`config.mk`:
```
export PLATFORM = sky130hd
export DESIGN_NAME = bitmap_side_collision_probe_flat
export DESIGN_NICKNAME = d
export VERILOG_FILES = /design/src/rtl/bscp_pkg.sv /design/src/rtl/bscp_pixel_if.sv /design/src/rtl/bscp_result_if.sv /design/src/rtl/bscp_zone.sv /design/src/rtl/bitmap_side_collision_probe.sv /design/src/flat_wrapper.sv
export VERILOG_INCLUDE_DIRS = /design/src /design/src/rtl
export SDC_FILE = /design/constraint.sdc
export NUM_CORES = 1
export LEC_CHECK = 0
export BUFFER_PORTS_ARGS = -buffer_cell sky130_fd_sc_hd__buf_2
export CAP_MARGIN = 20
export CORE_ASPECT_RATIO = 1.75
export CORE_UTILIZATION = 60
export CTS_CLUSTER_DIAMETER = 150
export DETAILED_ROUTE_END_ITERATION = 7
export PLACE_DENSITY = 0.85
export SKIP_LAST_GASP = 1
export SLEW_MARGIN = 25
export SYNTH_ARGS = -nofsm -noshare
export SYNTH_HDL_FRONTEND = slang
export SYNTH_SLANG_ARGS = --single-unit
```
`constraint.sdc`:
```
create_clock -name clk -period 7.4 [get_ports clk]
set_input_delay 1.11 -clock clk [delete_from_list [all_inputs] [get_ports clk]]
set_output_delay 1.11 -clock clk [all_outputs]
set_load 0.03 [all_outputs]
```
`src/rtl/bitmap_side_collision_probe_assert.svh`:
```
// Assertion macros shared by the side collision probe RTL.
// Each macro checks on the rising edge of clk and is disabled while rst_n is low.
`ifndef BITMAP_SIDE_COLLISION_PROBE_ASSERT_SVH
`define BITMAP_SIDE_COLLISION_PROBE_ASSERT_SVH

// The consequent must hold in the same cycle as the antecedent.
`define BSCP_ASSERT_SAME(label, ante, cons) \
    label: assert property (@(posedge clk) disable iff (!rst_n) (ante) |-> (cons)) \
        else $error("bscp: same-cycle check failed");

// The consequent must hold in the cycle after the antecedent.
`define BSCP_ASSERT_NEXT(label, ante, cons) \
    label: assert property (@(posedge clk) disable iff (!rst_n) (ante) |=> (cons)) \
        else $error("bscp: next-cycle check failed");

`endif

```
`src/rtl/bscp_pkg.sv`:
```
// Shared constants, types and helper functions of the side collision probe.
// Used by the channel interfaces, the zone decoder and the top level.
package bscp_pkg;

    localparam int COORD_W = 12;
    localparam int COLOR_W = 8;
    localparam int ADDR_W = 5;
    localparam int DATA_W = 32;
    localparam int NUM_SIDES = 4;
    localparam int unsigned SURFACE_DIM = 4096;

    localparam logic [COLOR_W-1:0] BLACK_LEVEL = 8'h00;

    // Side codes as they appear on the result channel.
    localparam logic [1:0] SIDE_TOP = 2'd0;
    localparam logic [1:0] SIDE_BOTTOM = 2'd1;
    localparam logic [1:0] SIDE_LEFT = 2'd2;
    localparam logic [1:0] SIDE_RIGHT = 2'd3;

    // Register indexes (byte address / 4).
    localparam logic [2:0] REG_RECT_LEFT = 3'd0;
    localparam logic [2:0] REG_RECT_TOP = 3'd1;
    localparam logic [2:0] REG_RECT_WIDTH = 3'd2;
    localparam logic [2:0] REG_RECT_HEIGHT = 3'd3;
    localparam logic [2:0] REG_REPORT_MODE = 3'd4;

    typedef logic [COORD_W-1:0] coord_t;
    typedef logic [COLOR_W-1:0] color_t;

    typedef struct packed {
        coord_t left;
        coord_t top;
        coord_t width;
        coord_t height;
    } rect_cfg_t;

    typedef struct packed {
        logic right;
        logic left;
        logic bottom;
        logic top;
    } zone_hit_t;

    // True when a candidate beats the kept hit of a side. The primary
    // coordinate prefers the larger value when big is set, else the smaller;
    // ties go to the smaller secondary coordinate.
    function automatic logic side_better(
        input logic   found,
        input coord_t cand_pri,
        input coord_t cand_sec,
        input coord_t best_pri,
        input coord_t best_sec,
        input logic   big
    );
        logic res;
        if (!found) begin
            res = 1'b1;
        end else if (cand_pri != best_pri) begin
            res = big ? (cand_pri > best_pri) : (cand_pri < best_pri);
        end else begin
            res = cand_sec < best_sec;
        end
        return res;
    endfunction

endpackage

```
`src/rtl/bscp_pixel_if.sv`:
```
// Request channel that carries one surface pixel per request.
// Depends on bscp_pkg for the field types.
interface bscp_pixel_if;
    logic              valid;
    logic              ready;
    bscp_pkg::coord_t  pixel_x;
    bscp_pkg::coord_t  pixel_y;
    bscp_pkg::color_t  red;
    bscp_pkg::color_t  green;
    bscp_pkg::color_t  blue;
    logic              last_pixel;

    modport source (output valid, pixel_x, pixel_y, red, green, blue, last_pixel,
                    input ready);
    modport sink (input valid, pixel_x, pixel_y, red, green, blue, last_pixel,
                  output ready);
endinterface

```
`src/rtl/bscp_result_if.sv`:
```
// Request channel that carries one side report per request.
// Depends on bscp_pkg for the field types.
interface bscp_result_if;
    logic              valid;
    logic              ready;
    logic [1:0]        side;
    logic              found;
    bscp_pkg::coord_t  hit_x;
    bscp_pkg::coord_t  hit_y;
    logic              last;

    modport source (output valid, side, found, hit_x, hit_y, last, input ready);
    modport sink (input valid, side, found, hit_x, hit_y, last, output ready);
endinterface

```
`src/rtl/bscp_zone.sv`:
```
// Zone decoder: tells which of the four probe zones a pixel hits.
// Depends on bscp_pkg for the rectangle and hit types.
module bscp_zone (
    input  bscp_pkg::rect_cfg_t rect,
    input  bscp_pkg::coord_t    px,
    input  bscp_pkg::coord_t    py,
    input  bscp_pkg::color_t    red,
    input  bscp_pkg::color_t    green,
    input  bscp_pkg::color_t    blue,
    output bscp_pkg::zone_hit_t hit
);

    localparam int EXT_W = bscp_pkg::COORD_W + 1;

    logic             black;
    logic             on_surface;
    logic [EXT_W-1:0] x, y, x0, y0, x_end, y_end, x_mid, y_mid;
    logic             in_cols, in_rows;

    always_comb
    begin
        black = (red == bscp_pkg::BLACK_LEVEL) && (green == bscp_pkg::BLACK_LEVEL)
                && (blue == bscp_pkg::BLACK_LEVEL);
        on_surface = (32'(px) < bscp_pkg::SURFACE_DIM) && (32'(py) < bscp_pkg::SURFACE_DIM);

        x = EXT_W'(px);
        y = EXT_W'(py);
        x0 = EXT_W'(rect.left);
        y0 = EXT_W'(rect.top);
        x_end = x0 + EXT_W'(rect.width);
        y_end = y0 + EXT_W'(rect.height);
        x_mid = x0 + EXT_W'(rect.width >> 1);
        y_mid = y0 + EXT_W'(rect.height >> 1);

        // x < x0 + w - 1 is written as x + 1 < x0 + w so nothing goes negative.
        in_cols = (x >= x0) && ((x + EXT_W'(1)) < x_end);
        in_rows = (y >= y0) && ((y + EXT_W'(1)) < y_end);

        hit.top = black && on_surface && in_cols && (y > y0) && (y <= y_mid);
        hit.bottom = black && on_surface && in_cols && (y >= y_mid) && (y < y_end);
        hit.left = black && on_surface && in_rows && (x > x0) && (x <= x_mid);
        hit.right = black && on_surface && in_rows && (x >= x_mid) && (x < x_end);
    end

endmodule

```
`src/rtl/bitmap_side_collision_probe.sv`:
```
// Bitmap side collision probe: scans black surface pixels against four probe
// zones of a rectangle and reports the winning pixel of each zone per frame.
// Depends on bscp_pkg, bscp_pixel_if, bscp_result_if, bscp_zone and the assert header.
//
// Pixels arrive one per request on the pix channel in any order. A pixel
// whose red, green and blue are all zero is a hit; it is checked against the
// top, bottom, left and right halves of the configured rectangle, and each
// zone keeps its best hit (top: largest y then smallest x, bottom: smallest y
// then smallest x, left: largest x then smallest y, right: smallest x then
// smallest y). The block takes one pixel every clock cycle unless the input
// stalls (see below): a pixel is registered in the compare stage, then compared
// and folded into the kept hits as it leaves that stage. When the pixel marked
// last_pixel is folded in, the final hits are copied into a report buffer and
// the kept hits are cleared in the same cycle, so the next frame can stream in
// at once. The report leaves on the res channel: four requests (sides top,
// bottom, left, right, last set on the fourth) when report_mode is 0, or one
// request for the first found side when report_mode is 1 (side top with found
// low if no side holds a hit). Sides without a hit report zero coordinates.
// The first result is offered once the last pixel has left the compare stage
// and its hits are registered in the report buffer. Input stalls only when a
// second last pixel reaches the compare stage before the final result of the
// previous report is taken; a new report can load in the same cycle as that
// final result leaves. With a consumer that is always ready, frames with fewer
// pixels than a mode 0 report has requests see back pressure. Configuration goes
// through an APB-style port at byte addresses 0x00 (rect_left), 0x04
// (rect_top), 0x08 (rect_width), 0x0C (rect_height) and 0x10 (report_mode),
// and must only be written while no frame is in flight.
module bitmap_side_collision_probe (
    input  logic                          clk,
    input  logic                          rst_n,
    input  logic                          psel,
    input  logic                          penable,
    input  logic                          pwrite,
    input  logic [bscp_pkg::ADDR_W-1:0]   paddr,
    input  logic [bscp_pkg::DATA_W-1:0]   pwdata,
    output logic [bscp_pkg::DATA_W-1:0]   prdata,
    output logic                          pready,
    bscp_pixel_if.sink                    pix,
    bscp_result_if.source                 res
);

    localparam int NS = bscp_pkg::NUM_SIDES;
    localparam int CW = bscp_pkg::COORD_W;

    // Sides that rank on y first, and sides that prefer the larger primary
    // coordinate.
    localparam logic [NS-1:0] Y_MAJOR_SIDES =
        NS'((1 << bscp_pkg::SIDE_TOP) | (1 << bscp_pkg::SIDE_BOTTOM));
    localparam logic [NS-1:0] BIG_SIDES =
        NS'((1 << bscp_pkg::SIDE_TOP) | (1 << bscp_pkg::SIDE_LEFT));

    // Configuration registers.
    bscp_pkg::rect_cfg_t rect_reg;
    logic                mode_reg;
    logic                cfg_wr;
    logic [2:0]          reg_index;

    // Compare stage: one registered pixel.
    logic             stg_valid_reg;
    bscp_pkg::coord_t stg_x_reg, stg_y_reg;
    bscp_pkg::color_t stg_r_reg, stg_g_reg, stg_b_reg;
    logic             stg_last_reg;
    logic             stg_go;
    logic             pix_acc;
    logic             snap;

    // Kept hits of the current frame.
    logic [NS-1:0]    found_reg, found_next;
    bscp_pkg::coord_t best_x_reg [NS];
    bscp_pkg::coord_t best_x_next [NS];
    bscp_pkg::coord_t best_y_reg [NS];
    bscp_pkg::coord_t best_y_next [NS];
    bscp_pkg::zone_hit_t zone;
    logic [NS-1:0]    zone_vec;
    logic [NS-1:0]    upd_found;
    bscp_pkg::coord_t upd_x [NS];
    bscp_pkg::coord_t upd_y [NS];
    logic [1:0]       first_side;

    // Report buffer and output sequencing.
    logic             rpt_busy_reg;
    logic             rpt_mode_reg;
    logic [1:0]       rpt_first_reg;
    logic [1:0]       rpt_idx_reg;
    logic [NS-1:0]    rpt_found_reg;
    bscp_pkg::coord_t rpt_x_reg [NS];
    bscp_pkg::coord_t rpt_y_reg [NS];
    logic [1:0]       cur_side;
    logic             res_acc;

    // ------------------------------------------------------------------
    // Configuration port. Writes complete in the access phase; pready is
    // tied high so there are no wait states.
    // ------------------------------------------------------------------
    assign pready = 1'b1;
    assign cfg_wr = psel && penable && pwrite && pready;
    assign reg_index = paddr[bscp_pkg::ADDR_W-1:2];

    always_ff @(posedge clk or negedge rst_n)
    begin
        if (!rst_n) begin
            rect_reg <= '0;
            mode_reg <= 1'b0;
        end else if (cfg_wr) begin
            case (reg_index)
                bscp_pkg::REG_RECT_LEFT:   rect_reg.left <= pwdata[CW-1:0];
                bscp_pkg::REG_RECT_TOP:    rect_reg.top <= pwdata[CW-1:0];
                bscp_pkg::REG_RECT_WIDTH:  rect_reg.width <= pwdata[CW-1:0];
                bscp_pkg::REG_RECT_HEIGHT: rect_reg.height <= pwdata[CW-1:0];
                bscp_pkg::REG_REPORT_MODE: mode_reg <= pwdata[0];
                default: ;
            endcase
        end
    end

    always_comb
    begin
        case (reg_index)
            bscp_pkg::REG_RECT_LEFT:   prdata = bscp_pkg::DATA_W'(rect_reg.left);
            bscp_pkg::REG_RECT_TOP:    prdata = bscp_pkg::DATA_W'(rect_reg.top);
            bscp_pkg::REG_RECT_WIDTH:  prdata = bscp_pkg::DATA_W'(rect_reg.width);
            bscp_pkg::REG_RECT_HEIGHT: prdata = bscp_pkg::DATA_W'(rect_reg.height);
            bscp_pkg::REG_REPORT_MODE: prdata = bscp_pkg::DATA_W'(mode_reg);
            default:                   prdata = '0;
        endcase
    end

    // ------------------------------------------------------------------
    // Input register. A last pixel can only leave the compare stage once
    // the report buffer is free, or in the cycle where the final result of
    // the previous report is taken; everything else moves on every cycle.
    // ------------------------------------------------------------------
    assign res_acc = res.valid && res.ready;
    assign stg_go = stg_valid_reg
                    && (!stg_last_reg || !rpt_busy_reg || (res_acc && res.last));
    assign pix.ready = !stg_valid_reg || stg_go;
    assign pix_acc = pix.valid && pix.ready;
    assign snap = stg_go && stg_last_reg;

    always_ff @(posedge clk or negedge rst_n)
    begin
        if (!rst_n) begin
            stg_valid_reg <= 1'b0;
        end else if (pix_acc) begin
            stg_valid_reg <= 1'b1;
        end else if (stg_go) begin
            stg_valid_reg <= 1'b0;
        end
    end

    always_ff @(posedge clk)
    begin
        if (pix_acc) begin
            stg_x_reg <= pix.pixel_x;
            stg_y_reg <= pix.pixel_y;
            stg_r_reg <= pix.red;
            stg_g_reg <= pix.green;
            stg_b_reg <= pix.blue;
            stg_last_reg <= pix.last_pixel;
        end
    end

    // ------------------------------------------------------------------
    // Zone decode and best-hit update for the staged pixel.
    // ------------------------------------------------------------------
    bscp_zone u_zone (
        .rect  (rect_reg),
        .px    (stg_x_reg),
        .py    (stg_y_reg),
        .red   (stg_r_reg),
        .green (stg_g_reg),
        .blue  (stg_b_reg),
        .hit   (zone)
    );

    assign zone_vec = zone;

    always_comb
    begin
        for (int s = 0; s < NS; s++) begin
            // Top and bottom rank on y first; left and right rank on x first.
            // Top and left prefer the larger primary coordinate.
            if (stg_go && zone_vec[s] && bscp_pkg::side_better(
                    found_reg[s],
                    Y_MAJOR_SIDES[s] ? stg_y_reg : stg_x_reg,
                    Y_MAJOR_SIDES[s] ? stg_x_reg : stg_y_reg,
                    Y_MAJOR_SIDES[s] ? best_y_reg[s] : best_x_reg[s],
                    Y_MAJOR_SIDES[s] ? best_x_reg[s] : best_y_reg[s],
                    BIG_SIDES[s])) begin
                upd_found[s] = 1'b1;
                upd_x[s] = stg_x_reg;
                upd_y[s] = stg_y_reg;
            end else begin
                upd_found[s] = found_reg[s];
                upd_x[s] = best_x_reg[s];
                upd_y[s] = best_y_reg[s];
            end
        end

        // The last pixel of a frame hands its hits to the report buffer and
        // leaves a clean slate for the next frame.
        for (int s = 0; s < NS; s++) begin
            found_next[s] = snap ? 1'b0 : upd_found[s];
            best_x_next[s] = snap ? '0 : upd_x[s];
            best_y_next[s] = snap ? '0 : upd_y[s];
        end

        first_side = bscp_pkg::SIDE_TOP;
        for (int s = NS - 1; s >= 0; s--) begin
            if (upd_found[s]) begin
                first_side = 2'(s);
            end
        end
    end

    always_ff @(posedge clk or negedge rst_n)
    begin
        if (!rst_n) begin
            found_reg <= '0;
            for (int s = 0; s < NS; s++) begin
                best_x_reg[s] <= '0;
                best_y_reg[s] <= '0;
            end
        end else begin
            found_reg <= found_next;
            for (int s = 0; s < NS; s++) begin
                best_x_reg[s] <= best_x_next[s];
                best_y_reg[s] <= best_y_next[s];
            end
        end
    end

    // ------------------------------------------------------------------
    // Report buffer. Holds one frame's hits while the results drain, so the
    // next frame can already be scanned. A new report loaded in the cycle
    // where the final result leaves takes over the buffer at once.
    // ------------------------------------------------------------------
    always_ff @(posedge clk or negedge rst_n)
    begin
        if (!rst_n) begin
            rpt_busy_reg <= 1'b0;
            rpt_idx_reg <= '0;
        end else if (snap) begin
            rpt_busy_reg <= 1'b1;
            rpt_idx_reg <= '0;
        end else if (res_acc) begin
            if (res.last) begin
                rpt_busy_reg <= 1'b0;
            end
            rpt_idx_reg <= rpt_idx_reg + 2'd1;
        end
    end

    always_ff @(posedge clk)
    begin
        if (snap) begin
            rpt_mode_reg <= mode_reg;
            rpt_first_reg <= first_side;
            rpt_found_reg <= upd_found;
            for (int s = 0; s < NS; s++) begin
                rpt_x_reg[s] <= upd_x[s];
                rpt_y_reg[s] <= upd_y[s];
            end
        end
    end

    assign cur_side = rpt_mode_reg ? rpt_first_reg : rpt_idx_reg;

    assign res.valid = rpt_busy_reg;
    assign res.side = cur_side;
    assign res.found = rpt_found_reg[cur_side];
    assign res.hit_x = rpt_found_reg[cur_side] ? rpt_x_reg[cur_side] : '0;
    assign res.hit_y = rpt_found_reg[cur_side] ? rpt_y_reg[cur_side] : '0;
    assign res.last = rpt_mode_reg || (rpt_idx_reg == bscp_pkg::SIDE_RIGHT);

    // ------------------------------------------------------------------
    // Assertions.
    // ------------------------------------------------------------------
    `include "bitmap_side_collision_probe_assert.svh"

    // Handing a frame to the report buffer must leave no kept hit behind.
    `BSCP_ASSERT_NEXT(a_snap_clears, snap, found_reg == '0)
    // Once the final result of a report is taken with no new report loading,
    // the channel goes quiet.
    `BSCP_ASSERT_NEXT(a_report_ends, res_acc && res.last && !snap, !res.valid)
    // A single-side report is a single request.
    `BSCP_ASSERT_SAME(a_mode1_single, res.valid && rpt_mode_reg, res.last)
    // A missing hit reports zero coordinates.
    `BSCP_ASSERT_SAME(a_empty_zero, res.valid && !res.found,
        (res.hit_x == '0) && (res.hit_y == '0))

endmodule

```
`src/flat_wrapper.sv`:
```
// flat-port wrapper written by rule: the top's interface ports become plain ports
module bitmap_side_collision_probe_flat 
  (clk, rst_n, psel, penable, pwrite, paddr, pwdata, prdata, pready, pix_valid, pix_pixel_x, pix_pixel_y, pix_red, pix_green, pix_blue, pix_last_pixel, pix_ready, res_valid, res_side, res_found, res_hit_x, res_hit_y, res_last, res_ready);
  bscp_pixel_if pix_i ();
  bscp_result_if res_i ();
  input  logic clk;
  input  logic rst_n;
  input  logic psel;
  input  logic penable;
  input  logic pwrite;
  input  logic [bscp_pkg::ADDR_W-1:0] paddr;
  input  logic [bscp_pkg::DATA_W-1:0] pwdata;
  output logic [bscp_pkg::DATA_W-1:0] prdata;
  output logic pready;
  input wire logic [$bits(pix_i.valid)-1:0] pix_valid;
  input wire logic [$bits(pix_i.pixel_x)-1:0] pix_pixel_x;
  input wire logic [$bits(pix_i.pixel_y)-1:0] pix_pixel_y;
  input wire logic [$bits(pix_i.red)-1:0] pix_red;
  input wire logic [$bits(pix_i.green)-1:0] pix_green;
  input wire logic [$bits(pix_i.blue)-1:0] pix_blue;
  input wire logic [$bits(pix_i.last_pixel)-1:0] pix_last_pixel;
  output wire logic [$bits(pix_i.ready)-1:0] pix_ready;
  output wire logic [$bits(res_i.valid)-1:0] res_valid;
  output wire logic [$bits(res_i.side)-1:0] res_side;
  output wire logic [$bits(res_i.found)-1:0] res_found;
  output wire logic [$bits(res_i.hit_x)-1:0] res_hit_x;
  output wire logic [$bits(res_i.hit_y)-1:0] res_hit_y;
  output wire logic [$bits(res_i.last)-1:0] res_last;
  input wire logic [$bits(res_i.ready)-1:0] res_ready;
  assign pix_i.valid = pix_valid;
  assign pix_i.pixel_x = pix_pixel_x;
  assign pix_i.pixel_y = pix_pixel_y;
  assign pix_i.red = pix_red;
  assign pix_i.green = pix_green;
  assign pix_i.blue = pix_blue;
  assign pix_i.last_pixel = pix_last_pixel;
  assign pix_ready = pix_i.ready;
  assign res_valid = res_i.valid;
  assign res_side = res_i.side;
  assign res_found = res_i.found;
  assign res_hit_x = res_i.hit_x;
  assign res_hit_y = res_i.hit_y;
  assign res_last = res_i.last;
  assign res_i.ready = res_ready;
  bitmap_side_collision_probe u_core (.clk(clk), .rst_n(rst_n), .psel(psel), .penable(penable), .pwrite(pwrite), .paddr(paddr), .pwdata(pwdata), .prdata(prdata), .pready(pready), .pix(pix_i), .res(res_i));
endmodule
```
==> flow_metrics.py <==
metrics = {
    "run_status": {
        "status": "completed",
    },
    "layout": {
        "syn_to_final_growth_pct": 9.81,
        "final_cell_mix": "ha_1, dfrtp_1, edfxtp_1, inv_1, buf_2",
        "final_cell_area_um2": 21100,
        "antenna_cells": 0,
        "nets": 2081,
        "mostFrequentLayoutCell": "ha_1",
        "drive_gt1_frac": 0.189,
    },
    "routing": {
        "met3_length_um": 2010,
        "wl_met1_um": 17600,
        "via_count": 13500,
        "drc": 0,
        "dr.max_layer_used": "met5",
        "drt-initial-drc-count": 785,
        "antenna_left": 0,
        "wl_um": 47600,
        "drt-pass1-iter-count": 6,
        "via_per_inst": 6.21,
        "routed-wl-met2_um": 24800,
        "wl_per_cell_um": 21.9,
    },
    "grt": {
        "grt_pass1_vias": 14100,
        "gr-usage-all-layers": 0.302,
        "antenna_found_initial": 1,
        "grt_max_degree": 80,
        "grt_pass1_wl_um": 74500,
        "grt-ovfl-total": 0,
    },
    "timing": {
        "post-route-period-util": 0.690,
        "slew_headroom": 0.374,
        "skew_ps": 26.7,
        "timing.hold.ws_ps": 565,
        "rsz0062_at_grt": "false",
        "fin_crit_ps": 5110,
        "setup-tns-final_ps": 0,
        "slew_violations": 0,
        "tightest_slew_ps": 940,
        "fmax_ghz": 0.196,
        "setup_viol": 0,
        "final-hold-violation-count": 0,
    },
    "power_and_ir_drop": {
        "p_leak_uw": 0.00940,
        "swShare": 0.362,
        "vdd_drop_max_mv": 0.253,
        "switching_power_uw": 2100,
        "p_clk_frac": 0.265,
        "comb_power_share": 0.365,
        "power_density_nw_per_um2": 275,
        "pwr-share-seq": 0.369,
        "p_int_uw": 3690,
    },
    "cts": {
        "clkTransAtPathRegs_ps": 80,
        "clock_sinks": 305,
        "cts_buffer_depth": 3,
        "postCtsResizedCells": 0,
        "ctsHoldBuffers": 0,
        "insertion_delay_ps": 580,
        "cts_tree": "done",
        "cts_max_level": 1,
        "cts_buffers": 27,
        "cts_root_buffer": "clkbuf_16",
        "cts_setup_buffers": 0,
    },
    "die": {
        "die_w_um": 137,
        "initial_core_util": 0.609,
        "coreArea_um2": 31500,
        "dieArea_um2": 32700,
        "die_height_um": 239,
        "rows": 86,
        "io_pins": 156,
    },
    "synthesis": {
        "postSynthAreaPerCell_um2": 11.6,
        "synth_compound_gate_area_share": 0.100,
        "synthAdderAreaFrac": 0.153,
        "synth_cells": 1651,
        "synth_xor_area_frac": 0.0260,
        "yosys_warnings": 0,
        "synth.area.mux_share": 0.125,
        "synth.distinct_cells": 73,
        "synth_top_family_by_area": "adder cells",
        "synth_edf_count": 152,
        "synth-simple-area-share": 0.112,
        "synth-main-ff-cell": "dfrtp_1",
        "synthArstFlopShare": 0.502,
        "synth.ff_latch_count": 305,
        "synth.yosys.seq_area_share": 0.437,
        "netlist_area_um2": 19200,
    },
    "critical_path": {
        "path_class": "reg -> reg",
        "start_kind": "flop",
        "required_ps": 7840,
        "arrival_ps": 5550,
        "cp-end-kind": "flop",
        "critPathMaxFanout": 18,
    },
    "place": {
        "dpl.hpwl_um": 33700,
        "port_buffers": 112,
        "postPlaceCellArea_um2": 20100,
        "gp_congestion": 0.942,
    },
    "flow_run": {
        "cap_violations": 0,
    },
    "min_path": {
        "hold_path.class": "in -> async",
    },
}
## synth_stat cells, drive strengths merged, types with 5 or more instances
library cell / n / share of area
o21bai: 6 / 0.0023
a211oi: 15 / 0.0059
or3: 5 / 0.0016
a21o: 36 / 0.014
or2: 6 / 0.0020
nand2: 49 / 0.0096
inv: 142 / 0.028
nor2b: 51 / 0.017
buf: 33 / 0.012
and3: 15 / 0.0052
edfxtp: 152 / 0.24
nor4: 6 / 0.0020
and2: 104 / 0.034
clkbuf: 34 / 0.0067
o211ai: 23 / 0.0097
o21a: 17 / 0.0067
a31oi: 6 / 0.0020
a21oi: 74 / 0.019
ha: 227 / 0.15
nand2b: 15 / 0.0049
xnor2: 28 / 0.013
dfrtp: 153 / 0.20
o21ai: 67 / 0.017
a2111oi: 7 / 0.0042
mux2i: 9 / 0.0047
o2111ai: 5 / 0.0026
nor2: 43 / 0.0084
a211o: 8 / 0.0037
nand3: 36 / 0.0094
mux4: 35 / 0.041
xor2: 29 / 0.013
mux2: 129 / 0.079
nand4: 24 / 0.0078
nor3: 13 / 0.0034
## path summary, 6_finish.rpt
path	from	endpoint	slack, ps	depth (start not counted)
worst max-delay path	u_core.rect_reg[37]$_DFFE_PN0P_	u_core.best_y_reg[13]$_DFF_PN0_	2290	20
worst min-delay path	rst_n	u_core.best_x_reg[45]$_DFF_PN0_	570	1
worst max register to register	u_core.rect_reg[37]$_DFFE_PN0P_	u_core.best_y_reg[13]$_DFF_PN0_	2290	20
worst min register to register	u_core.best_x_reg[34]$_DFF_PN0_	u_core.best_x_reg[34]$_DFF_PN0_	570	2
max in group asynchronous	rst_n	u_core.best_y_reg[42]$_DFF_PN0_	5540	2
min in group clk	u_core.best_x_reg[34]$_DFF_PN0_	u_core.best_x_reg[34]$_DFF_PN0_	570	2
## power by group through the flow
stage          sequential [uW]  clock (uW)  combinational [uW]
2_1_floorplan             2080           0                1560
3_3_place_gp              2160           0                2040
3_5_place_dp              2170           0                2100
4_1_cts                   2130        1550                2120
5_1_grt                   2150        1610                2350
6_report                  2140        1540                2110
## area by class of cell
cell class,count,area [um^2]
clock buffers,31,722
well taps,396,495
fillers,2299,10500
flip-flops and latches,305,8390
multi-input cells,1156,10000
clock inverters,18,239
repair buffers,125,668
inverters,142,536
## per-layer routing
| layer | vias to the layer above | GRT usage |
|---|---|---|
| met5 | - | 0 |
| met4 | 2 | 0.191 |
| met3 | 165 | 0.0339 |
| met2 | 451 | 0.534 |
| met1 | 6667 | 0.340 |
| li1 | 6203 | - |
## stage by stage
step | setup slack [ps] | total power (uW) | util | instances
6_report | 2290 | 5790 | 0.668 | 2173
5_1_grt | 1950 | 6110 | 0.668 | 2173
4_1_cts | 2330 | 5800 | 0.668 | 2173
3_5_place_dp | 2390 | 4260 | 0.638 | 2124
3_3_place_gp | 2450 | 4190 | 0.638 | 2124
2_1_floorplan | 3140 | 3640 | - | 1670
## worst max-delay path, stage by stage (launching register included)
cell       delay (ps)
dfrtp_1           470
ha_1              310
a21o_1            150
a21oi_1           220
o21bai_1           90
a21oi_1           230
nor2b_1           100
o2111ai_1         170
nand3_1           130
o41ai_1           330
xnor2_1           160
ha_1              310
and3_1            170
nand3_1           100
a221o_1           300
a211oi_1          370
a2111oi_4         100
o211ai_4          210
buf_4             470
mux2_2            390
and2_1            190
## cells by family (layout without fill, tap and decap cells)
kind of cell	count (synthesis)	after routing
adders and majority gates	232	232
and+or+nand+nor	383	383
muxes	173	173
buffers and inverters	209	316
DFF	305	305
other	2	21
AOI/OAI and AO/OA	290	290
xor gates and xnor gates	57	57
No activity file was read; power rests on OpenSTA's default activity.
